$ cat config.mk
export PLATFORM = sky130hd
export DESIGN_NAME = detection_box_decode_filter_core
export DESIGN_NICKNAME = d
export VERILOG_FILES = /design/src/rtl/dbdf_pkg.sv /design/src/rtl/detection_box_decode_filter_core.sv
export SDC_FILE = /design/constraint.sdc
export NUM_CORES = 2
export LEC_CHECK = 0
export ABC_CLOCK_PERIOD_IN_PS = 18100
export BUFFER_PORTS_ARGS = -buffer_cell sky130_fd_sc_hd__buf_2
export CAP_MARGIN = 10
export CORE_ASPECT_RATIO = 0.8
export CORE_MARGIN = 2
export CORE_UTILIZATION = 40
export CTS_CLUSTER_SIZE = 28
export DETAILED_ROUTE_END_ITERATION = 10
export GPL_TIMING_DRIVEN = 0
export PLACE_DENSITY = 0.55
export SLEW_MARGIN = 0
export SYNTH_ARGS = -nofsm -noshare
export SYNTH_HDL_FRONTEND = slang
export SYNTH_SLANG_ARGS = --single-unit
$ cat constraint.sdc
create_clock -name clk -period 18.1 [get_ports clk]
set_input_delay 1.81 -clock clk [delete_from_list [all_inputs] [get_ports clk]]
set_output_delay 1.81 -clock clk [all_outputs]
set_load 0.02 [all_outputs]
$ cat src/rtl/dbdf_pkg.sv
`timescale 1ns / 1ps

package dbdf_pkg;

    // Record layout
    localparam int BOX_FIELDS = 5;
    localparam int MAX_RECORD = 128;
    localparam int MIN_RECORD = 6;

    // Field widths
    localparam int VALUE_W  = 32;
    localparam int POS_W    = 7;
    localparam int LABEL_W  = 7;
    localparam int LEN_W    = 8;
    localparam int THRESH_W = 17;
    localparam int CFG_IDX_W  = 8;
    localparam int CFG_DATA_W = 17;
    localparam int PROD_W   = 2 * VALUE_W;
    localparam int FRAC_W   = 16;
    localparam int CONF_W   = PROD_W - FRAC_W;
    localparam int OUT_DATA_W = 168;

    // Register indexes
    localparam logic [CFG_IDX_W-1:0] REG_RECORD_LENGTH        = 8'd0;
    localparam logic [CFG_IDX_W-1:0] REG_CONFIDENCE_THRESHOLD = 8'd1;

    // Register reset values
    localparam logic [LEN_W-1:0]    RECORD_LENGTH_RST = 8'd85;
    localparam logic [THRESH_W-1:0] THRESHOLD_RST     = 17'd22938;

    localparam logic [LEN_W-1:0] LEN_MIN = LEN_W'(MIN_RECORD);
    localparam logic [LEN_W-1:0] LEN_MAX = LEN_W'(MAX_RECORD);
    localparam logic [POS_W-1:0] POS_FIRST_SCORE = POS_W'(BOX_FIELDS);

    localparam logic signed [VALUE_W-1:0] VALUE_MIN = {1'b1, {(VALUE_W-1){1'b0}}};
    localparam logic signed [VALUE_W-1:0] VALUE_MAX = {1'b0, {(VALUE_W-1){1'b1}}};

    // Record end snapshot, ahead of the multiply
    typedef struct packed {
        logic                        last;
        logic                        rec_end;
        logic signed [VALUE_W-1:0]   best;
        logic [LABEL_W-1:0]          label;
        logic signed [VALUE_W-1:0]   obj;
        logic signed [VALUE_W-1:0]   cx;
        logic signed [VALUE_W-1:0]   cy;
        logic signed [VALUE_W-1:0]   sw;
        logic signed [VALUE_W-1:0]   sh;
    } s1_t;

    // Product stage
    typedef struct packed {
        logic                        last;
        logic                        rec_end;
        logic signed [PROD_W-1:0]    prod;
        logic [LABEL_W-1:0]          label;
        logic signed [VALUE_W-1:0]   cx;
        logic signed [VALUE_W-1:0]   cy;
        logic signed [VALUE_W-1:0]   sw;
        logic signed [VALUE_W-1:0]   sh;
    } s2_t;

endpackage

$ cat src/rtl/detection_box_decode_filter_core.sv
`timescale 1ns / 1ps

// Detection record decoder with confidence filter.
// A result passes through stage 1, stage 2 and the output register before m_tvalid.
// Throughput: one input transaction per cycle unless m_tready stalls; the argmax compare
// and the 32x32 multiply each sit in their own pipeline stage, so nothing iterates.
// Reset (rst_n low, asynchronous): pipeline empty, record position 0, registers to defaults.
module detection_box_decode_filter_core
(
    input  logic                                clk,
    input  logic                                rst_n,
    // Input stream
    input  logic                                s_tvalid,
    output logic                                s_tready,
    input  logic [dbdf_pkg::VALUE_W-1:0]        s_tdata,   // [31:0] value
    input  logic                                s_tlast,   // last_in_frame
    // Result stream
    output logic                                m_tvalid,
    input  logic                                m_tready,
    // [6:0] label, [38:7] confidence, [70:39] left, [102:71] top,
    // [134:103] box_width, [166:135] box_height, [167] zero
    output logic [dbdf_pkg::OUT_DATA_W-1:0]     m_tdata,
    output logic                                m_tuser,   // box_valid
    output logic                                m_tlast,   // frame_done
    // Configuration writes
    input  logic                                cfg_valid,
    output logic                                cfg_ready,
    input  logic [dbdf_pkg::CFG_IDX_W-1:0]      cfg_index,
    input  logic [dbdf_pkg::CFG_DATA_W-1:0]     cfg_data
);

    localparam int VW = dbdf_pkg::VALUE_W;

    // Configuration registers
    logic [dbdf_pkg::LEN_W-1:0]    record_length_reg;
    logic [dbdf_pkg::THRESH_W-1:0] threshold_reg;

    // Record state
    logic [dbdf_pkg::POS_W-1:0]    field_position_reg;
    logic signed [VW-1:0]          centre_x_reg;
    logic signed [VW-1:0]          centre_y_reg;
    logic signed [VW-1:0]          span_w_reg;
    logic signed [VW-1:0]          span_h_reg;
    logic signed [VW-1:0]          objectness_reg;
    logic signed [VW-1:0]          best_score_reg;
    logic [dbdf_pkg::LABEL_W-1:0]  best_class_reg;

    // Pipeline
    logic              s1_valid_reg;
    dbdf_pkg::s1_t     s1_reg;
    dbdf_pkg::s1_t     s1_next;
    logic              s2_valid_reg;
    dbdf_pkg::s2_t     s2_reg;
    logic              out_valid_reg;
    logic [dbdf_pkg::OUT_DATA_W-1:0] out_data_reg;
    logic [dbdf_pkg::OUT_DATA_W-1:0] out_data_next;
    logic              out_user_reg;
    logic              out_last_reg;

    logic out_can_load;
    logic s2_can_load;
    logic s1_can_load;
    logic s_accept;

    // Input stage signals
    logic [dbdf_pkg::LEN_W-1:0]    len_eff;
    logic [dbdf_pkg::LEN_W-1:0]    pos_plus1;
    logic                          rec_end;
    logic                          is_score;
    logic                          better;
    logic signed [VW-1:0]          value_in;
    logic signed [VW-1:0]          best_now;
    logic [dbdf_pkg::LABEL_W-1:0]  class_now;

    // Output stage signals
    logic signed [dbdf_pkg::CONF_W-1:0] conf_full;
    logic                          keep;
    logic                          emit;
    logic signed [VW-1:0]          conf_sat;
    logic signed [VW-1:0]          half_w;
    logic signed [VW-1:0]          half_h;
    logic signed [VW:0]            left_full;
    logic signed [VW:0]            top_full;
    logic signed [VW-1:0]          left_sat;
    logic signed [VW-1:0]          top_sat;

    // Handshakes: each stage loads when it is empty or drains this cycle
    assign out_can_load = !out_valid_reg || m_tready;
    assign s2_can_load  = !s2_valid_reg || out_can_load;
    assign s1_can_load  = !s1_valid_reg || s2_can_load;
    assign s_tready     = s1_can_load;
    assign s_accept     = s_tvalid && s_tready;
    assign cfg_ready    = 1'b1;

    // Configuration writes; unknown indexes are ignored
    always_ff @(posedge clk or negedge rst_n)
    begin
        if (!rst_n)
        begin
            record_length_reg <= dbdf_pkg::RECORD_LENGTH_RST;
            threshold_reg     <= dbdf_pkg::THRESHOLD_RST;
        end
        else if (cfg_valid && cfg_ready)
        begin
            case (cfg_index)
                dbdf_pkg::REG_RECORD_LENGTH:
                    record_length_reg <= cfg_data[dbdf_pkg::LEN_W-1:0];
                dbdf_pkg::REG_CONFIDENCE_THRESHOLD:
                    threshold_reg <= cfg_data[dbdf_pkg::THRESH_W-1:0];
                default:
                    ;
            endcase
        end
    end

    // Record position, length clamp and running argmax
    always_comb
    begin
        if (record_length_reg < dbdf_pkg::LEN_MIN)
            len_eff = dbdf_pkg::LEN_MIN;
        else if (record_length_reg > dbdf_pkg::LEN_MAX)
            len_eff = dbdf_pkg::LEN_MAX;
        else
            len_eff = record_length_reg;

        value_in  = $signed(s_tdata);
        pos_plus1 = {1'b0, field_position_reg} + dbdf_pkg::LEN_W'(1);
        rec_end   = pos_plus1 >= len_eff;
        is_score  = field_position_reg >= dbdf_pkg::POS_FIRST_SCORE;
        better    = is_score && (value_in > best_score_reg);
        best_now  = better ? value_in : best_score_reg;
        class_now = better ? (field_position_reg - dbdf_pkg::POS_FIRST_SCORE)
                           : best_class_reg;

        s1_next.last    = s_tlast;
        s1_next.rec_end = rec_end;
        s1_next.best    = best_now;
        s1_next.label   = class_now;
        s1_next.obj     = objectness_reg;
        s1_next.cx      = centre_x_reg;
        s1_next.cy      = centre_y_reg;
        s1_next.sw      = span_w_reg;
        s1_next.sh      = span_h_reg;
    end

    always_ff @(posedge clk or negedge rst_n)
    begin
        if (!rst_n)
        begin
            field_position_reg <= '0;
            centre_x_reg       <= '0;
            centre_y_reg       <= '0;
            span_w_reg         <= '0;
            span_h_reg         <= '0;
            objectness_reg     <= '0;
            best_score_reg     <= dbdf_pkg::VALUE_MIN;
            best_class_reg     <= '0;
        end
        else if (s_accept)
        begin
            case (field_position_reg)
                7'd0:    centre_x_reg   <= value_in;
                7'd1:    centre_y_reg   <= value_in;
                7'd2:    span_w_reg     <= value_in;
                7'd3:    span_h_reg     <= value_in;
                7'd4:    objectness_reg <= value_in;
                default: ;
            endcase
            if (rec_end || s_tlast)
            begin
                field_position_reg <= '0;
                best_score_reg     <= dbdf_pkg::VALUE_MIN;
                best_class_reg     <= '0;
            end
            else
            begin
                field_position_reg <= pos_plus1[dbdf_pkg::POS_W-1:0];
                best_score_reg     <= best_now;
                best_class_reg     <= class_now;
            end
        end
    end

    // Stage 1: snapshot of a record end or a frame close
    always_ff @(posedge clk or negedge rst_n)
    begin
        if (!rst_n)
            s1_valid_reg <= 1'b0;
        else if (s1_can_load)
            s1_valid_reg <= s_accept && (rec_end || s_tlast);
    end

    always_ff @(posedge clk)
    begin
        if (s1_can_load && s_accept)
            s1_reg <= s1_next;
    end

    // Stage 2: confidence product
    always_ff @(posedge clk or negedge rst_n)
    begin
        if (!rst_n)
            s2_valid_reg <= 1'b0;
        else if (s2_can_load)
            s2_valid_reg <= s1_valid_reg;
    end

    always_ff @(posedge clk)
    begin
        if (s2_can_load && s1_valid_reg)
        begin
            s2_reg.last    <= s1_reg.last;
            s2_reg.rec_end <= s1_reg.rec_end;
            s2_reg.prod    <= dbdf_pkg::PROD_W'(s1_reg.best) * dbdf_pkg::PROD_W'(s1_reg.obj);
            s2_reg.label   <= s1_reg.label;
            s2_reg.cx      <= s1_reg.cx;
            s2_reg.cy      <= s1_reg.cy;
            s2_reg.sw      <= s1_reg.sw;
            s2_reg.sh      <= s1_reg.sh;
        end
    end

    // Threshold, saturation and corner box
    always_comb
    begin
        conf_full = s2_reg.prod[dbdf_pkg::PROD_W-1:dbdf_pkg::FRAC_W];
        keep      = s2_reg.rec_end &&
                    (conf_full >= $signed({{(dbdf_pkg::CONF_W-dbdf_pkg::THRESH_W){1'b0}},
                                           threshold_reg}));
        emit      = keep || s2_reg.last;

        if (conf_full > $signed({{(dbdf_pkg::CONF_W-VW){1'b0}}, dbdf_pkg::VALUE_MAX}))
            conf_sat = dbdf_pkg::VALUE_MAX;
        else if (conf_full < $signed({{(dbdf_pkg::CONF_W-VW){1'b1}}, dbdf_pkg::VALUE_MIN}))
            conf_sat = dbdf_pkg::VALUE_MIN;
        else
            conf_sat = conf_full[VW-1:0];

        half_w    = s2_reg.sw >>> 1;
        half_h    = s2_reg.sh >>> 1;
        left_full = {s2_reg.cx[VW-1], s2_reg.cx} - {half_w[VW-1], half_w};
        top_full  = {s2_reg.cy[VW-1], s2_reg.cy} - {half_h[VW-1], half_h};

        if (left_full[VW] != left_full[VW-1])
            left_sat = left_full[VW] ? dbdf_pkg::VALUE_MIN : dbdf_pkg::VALUE_MAX;
        else
            left_sat = left_full[VW-1:0];
        if (top_full[VW] != top_full[VW-1])
            top_sat = top_full[VW] ? dbdf_pkg::VALUE_MIN : dbdf_pkg::VALUE_MAX;
        else
            top_sat = top_full[VW-1:0];

        if (keep)
            out_data_next = {1'b0,
                             {s2_reg.sh[VW-1:1], 1'b0},
                             {s2_reg.sw[VW-1:1], 1'b0},
                             top_sat,
                             left_sat,
                             conf_sat,
                             s2_reg.label};
        else
            out_data_next = '0;
    end

    // Output register
    always_ff @(posedge clk or negedge rst_n)
    begin
        if (!rst_n)
            out_valid_reg <= 1'b0;
        else if (out_can_load)
            out_valid_reg <= s2_valid_reg && emit;
    end

    always_ff @(posedge clk)
    begin
        if (out_can_load && s2_valid_reg)
        begin
            out_data_reg <= out_data_next;
            out_user_reg <= keep;
            out_last_reg <= s2_reg.last;
        end
    end

    assign m_tvalid = out_valid_reg;
    assign m_tdata  = out_data_reg;
    assign m_tuser  = out_user_reg;
    assign m_tlast  = out_last_reg;

`ifndef SYNTHESIS
    // A frame close always starts a fresh record
    a_frame_restart: assert property (@(posedge clk) disable iff (!rst_n)
        s_accept && s_tlast |=> field_position_reg == '0 && best_class_reg == '0
                               && best_score_reg == dbdf_pkg::VALUE_MIN)
        else $error("record state not restarted after frame close");

    // Only frame-close results travel without a kept box, and they carry zeros
    a_empty_result: assert property (@(posedge clk) disable iff (!rst_n)
        m_tvalid && !m_tuser |-> m_tlast && m_tdata == '0)
        else $error("result without box is not a clean frame close");

    // Spans are reported with their lowest bit cleared
    a_even_span: assert property (@(posedge clk) disable iff (!rst_n)
        m_tvalid && m_tuser |-> !m_tdata[103] && !m_tdata[135])
        else $error("box span has its lowest bit set");

    // A stalled snapshot holds until the product stage takes it
    a_s1_hold: assert property (@(posedge clk) disable iff (!rst_n)
        s1_valid_reg && !s2_can_load |=> s1_valid_reg && $stable(s1_reg))
        else $error("stage 1 lost its transaction under stall");
`endif

endmodule

; ---- Word-level counts from Yosys, hierarchy flattened
; Index checks and enable logic that the tools add are counted.
; Widths: inputs -> output; s select.
[totals]
word_cells = 95
register_bits = 806
[classes]
n_bitwise = 1
mux = 13
magnitude_cmp = 8
eq_ne = 7
reduce_logical = 26
n_mul = 1
n_addsub = 4
[ops]
columns = operator, n
row1 = $mux 32, 7
row2 = $sub 32x31->33, 2
row3 = $mul 32x32->64, 1
row4 = $ge 48x18->1, 1
row5 = $gt 48x32->1 const B, 1
row6 = $lt 48x32->1 const B, 1
row7 = $gt 32x32->1, 1
row8 = $mux 31, 1
row9 = $mux 7, 3
row10 = $mux 8, 2
row11 = $eq 7x2->1 const B, 2
row12 = $reduce_and 2->1, 7
row13 = $add 7x1->8 const B, 1
row14 = $eq 8x1->1 const B, 1
row15 = $ge 8x8->1, 1
row16 = $gt 8x8->1 const B, 1
row17 = $logic_and 1x1->1, 8
row18 = $logic_not 8->1, 1
row19 = $lt 8x3->1 const B, 1
row20 = $eq 7x1->1 const B, 1
row21 = $eq 7x3->1 const B, 1
row22 = $ge 7x3->1 const B, 1
row23 = $logic_not 7->1, 1
row24 = $sub 7x3->7 const B, 1
row25 = other kinds (5), 12

; ---- Logic depth before layout (Yosys ltp)
[logic_depth]
word_depth = 6
ltp_mapped = 29

; ---- Worst setup path after synthesis
; OpenSTA, ideal clock, no wires.
[synth_timing]
path_kind = in2reg
from = in m_tready
to = reg s1_reg[100] in the netlist's numbering (enable)
cell_stages = 4
t_arrival_ps = 6220
setup_slack_ps = 10106
n_path_buf = 0
setup_time_ps = 1774
cell_sequence = nor2b_1 nand3_1 nand2_1 clkinv_1
[synth_between]
elab_chain_cells = 5
[synth_lines]
columns = item, line
row1 = "start, declared", detection_box_decode_filter_core.sv:19  ; input logic m_tready,
row2 = $logic_or 1x1->1, detection_box_decode_filter_core.sv:88  ; assign out_can_load = !out_valid_reg || m_tready;
row3 = $logic_or 1x1->1, detection_box_decode_filter_core.sv:89  ; assign s2_can_load = !s2_valid_reg || out_can_load;
row4 = $logic_or 1x1->1, detection_box_decode_filter_core.sv:90  ; assign s1_can_load = !s1_valid_reg || s2_can_load;
row5 = via s_tready, detection_box_decode_filter_core.sv:14  ; output logic s_tready,
row6 = $logic_and 1x1->1, detection_box_decode_filter_core.sv:92  ; assign s_accept = s_tvalid && s_tready;
row7 = via s_accept, detection_box_decode_filter_core.sv:63  ; logic s_accept;
row8 = $logic_and 1x1->1, detection_box_decode_filter_core.sv:195  ; if (s1_can_load && s_accept)
row9 = "end signal, assigned", detection_box_decode_filter_core.sv:196  ; s1_reg <= s1_next;
row10 = "end, declared", detection_box_decode_filter_core.sv:50  ; dbdf_pkg::s1_t s1_reg;
; The timed path passes the listed nets, and every way through them passes these cells.
; A chain may end at the register's enable or synchronous reset.

; ---- Worst setup path in the final report
[layout_timing]
from = reg s1_reg[198] in the netlist's numbering
to = reg s2_reg, in the netlist conf_full[47], data pin
[layout_between]
elab_chain_cells = 1
[layout_lines]
columns = item, line
row1 = $mul 32x32->64, detection_box_decode_filter_core.sv:214  ; s2_reg.prod <= dbdf_pkg::PROD_W'(s1_reg.best) * dbdf_pkg::PROD_W'(s1_reg.obj);
row2 = "end, declared", detection_box_decode_filter_core.sv:53  ; dbdf_pkg::s2_t s2_reg;
; Every way passes these cells.

==> flow_summary.yaml <==
outcome:
  status: "finished clean"
worst_setup_path:
  arrival_ns: 11.27
  critical_path_required_ns: 18.49
  end_kind: "register"
  cp-startpoint: "s1_reg[198]$_DFFE_PP_"
  crit_type: "reg -> reg"
  r2r_start: "s1_reg[198]$_DFFE_PP_"
  crit_path_max_fanout: 11
  start_kind: "register"
clock_tree:
  cts_tree: "yes"
  post_cts_buffers: 0
  cts_buffers: 79
  cts.path.max_buffers: 3
  cts-root-buf: "clkbuf_16"
  cts_resized: 0
  clkSinkCount: 781
  clock_latency_ns: 0.71
  cts_hold_buf: 0
  cts_max_level: 3
  clk_pin_slew_ns: 0.07
die:
  die_w_microns: 463.6
  die_h_microns: 371.7
  die-area_sq_mm: 0.1723
  fp-row-count: 134
  start_util_pct: 40.40
  io_pins: 236
  core_area_sq_mm: 0.1673
placed_design:
  post-place-ws_ns: 7.559
  portBuffers: 231
  gp_congestion: 1.017
  hpwl_mm: 185.7
cells_and_area:
  fin_nets: 7735
  areaGrowthSynthToFinish_pct: 10.55
  nFillCells: 15880
  layout-drive-gt1-share_pct: 10.25
  largest_reg_flops: 199
yosys:
  syn_inst: 5947
  async_flop_share_pct: 29.71
  synth_ff_type: "edfxtp_1"
  synth_top_area_cell: "fa_1"
  synth.area.top_cells: "fa_1 32%, edfxtp_1 24%, dfrtp_1 8.1%, inv_1 6.1%, ha_1 5.7%"
  ys_types: 85
  synth_top_area_share_pct: 32.07
  synth_seq_cells: 781
  ys_warn_count: 0
  syn_area_sq_mm: 0.06761
  synth_seq_area_share_pct: 33.00
  synth.most_common_cell: "inv_1"
  synth_area_per_cell_sq_um: 11.37
  synth-edff-count: 549
  yosys-top-cells-count: "1096 x inv_1, 1083 x fa_1, 632 x nand2_1"
grt:
  grt_pass1_wl_mm: 334.3
  grt_max_degree: 103
  grt-ovfl-total: 0
  track_usage_pct: 27.19
  grt_pass1_vias: 47190
  antenna_found_initial: 60
sta:
  finalSetupViolCount: 0
  tightestPinTransition_ns: 1.409
  tns_ns: 0
  period_share_pct: 60.12
  rsz0062_at_grt: "no"
  post-route-min-period_ns: 10.88
  fin_ws_ns: 7.218
  hold_violations: 0
  drv_slew: 0
  slew_headroom_pct: 6.055
  fmax_mhz: 91.90
  fin_skew_ns: 0.07016
detailed_routing:
  drt_wl_total_mm: 230.9
  ant_nets: 0
  drc: 0
  drt-initial-drc-count: 4288
  first_pass_iters: 6
  vias_per_cell: 5.288
  vias: 45580
  wl_per_cell_microns: 26.79
worst_hold_path:
  hold_class: "reg -> reg"
  hp-start: "s1_reg[1]$_DFFE_PP_"
flow_run:
  cap_viol_max_count: 0
[path summary, 6_finish.rpt]
path,to,slack (ns),depth (start not counted)
worst max-delay path,conf_full[47]$_DFFE_PP_,7.22,20
worst min-delay path,half_h[0]$_DFFE_PP_,0.39,0
worst max register to register,conf_full[47]$_DFFE_PP_,7.22,20
worst min register to register,half_h[0]$_DFFE_PP_,0.39,0
max in group asynchronous,centre_x_reg[7]$_DFFE_PN0P_,15.61,3
min in group asynchronous,centre_y_reg[27]$_DFFE_PN0P_,1.01,1
[per-layer routing]
layer | vias to the layer above | global-route usage, % | share of wire, %
met2 | 1960 | 39.92 | 43
li1 | 19420 | - | -
met4 | 22 | 8.250 | 3.3
met3 | 421 | 7.366 | 9.8
met5 | - | 0 | 0.072
met1 | 23760 | 39.23 | 44
[metrics by stage]
step / instance area [sq um] / hold WS, ns / utilization (%) / cells
2_1_floorplan: 67620 / 0.4003 / - / 5950
3_3_place_gp: 71580 / 0.4010 / 42.78 / 8425
3_5_place_dp: 71990 / 0.4045 / 43.02 / 8443
4_1_cts: 74600 / 0.3781 / 44.59 / 8591
5_1_grt: 74690 / 0.3926 / 44.63 / 8598
6_report: 74740 / 0.3863 / 44.67 / 8619
[final cells by class]
cell class	count	area [sq um]	area share, %
clock inverter	36	431.7	0.5776
clock buffer	112	2181	2.918
timing repair buffer	252	1602	2.143
tap	2244	2808	3.757
multi-input combinational	3799	40150	53.72
antenna	25	62.56	0.08371
sequential	781	22310	29.85
buffer	270	1064	1.423
inverter	1100	4134	5.531
[placed cells by master, fill, tap and decap left out, types with 156 or more instances in the layout]
master / count
inv_1: 1096
fa_1: 1082
nand2_1: 632
edfxtp_1: 549
and2_1: 520
ha_1: 306
clkbuf_1: 268
buf_2: 235
dfrtp_1: 219
mux2_2: 214
a21oi_1: 177
nor2_1: 156
[cells by family after synthesis]
| kind of cell | after synthesis | share of synthesized area [%] |
|---|---|---|
| AO/OA/AOI/OAI | 583 | 5.582 |
| XOR/XNOR | 125 | 1.619 |
| adder cells (fa/ha/maj) | 1389 | 37.73 |
| buffers and inverters | 1370 | 7.677 |
| flip-flops | 781 | 33.00 |
| multiplexers | 215 | 3.579 |
| other | 2 | 0.01111 |
| AND/OR/NAND/NOR | 1482 | 10.80 |
[critical path, stage by stage (launching register included)]
cell	delay [ns]
edfxtp_1	0.72
clkbuf_1	0.83
nand2_1	0.35
inv_1	0.22
fa_1	0.47
fa_1	0.50
fa_2	0.93
fa_1	0.56
fa_1	0.51
fa_1	0.57
fa_1	0.43
fa_1	0.48
ha_1	0.85
nand2_1	0.70
o21ai_0	0.45
a21oi_1	0.07
nand2_1	0.68
a21oi_1	0.29
o211ai_1	0.54
a31oi_1	0.18
xnor2_1	0.17
Power is not shown: default switching activity piles up to over one toggle a cycle in this logic, so the estimate is an artifact.
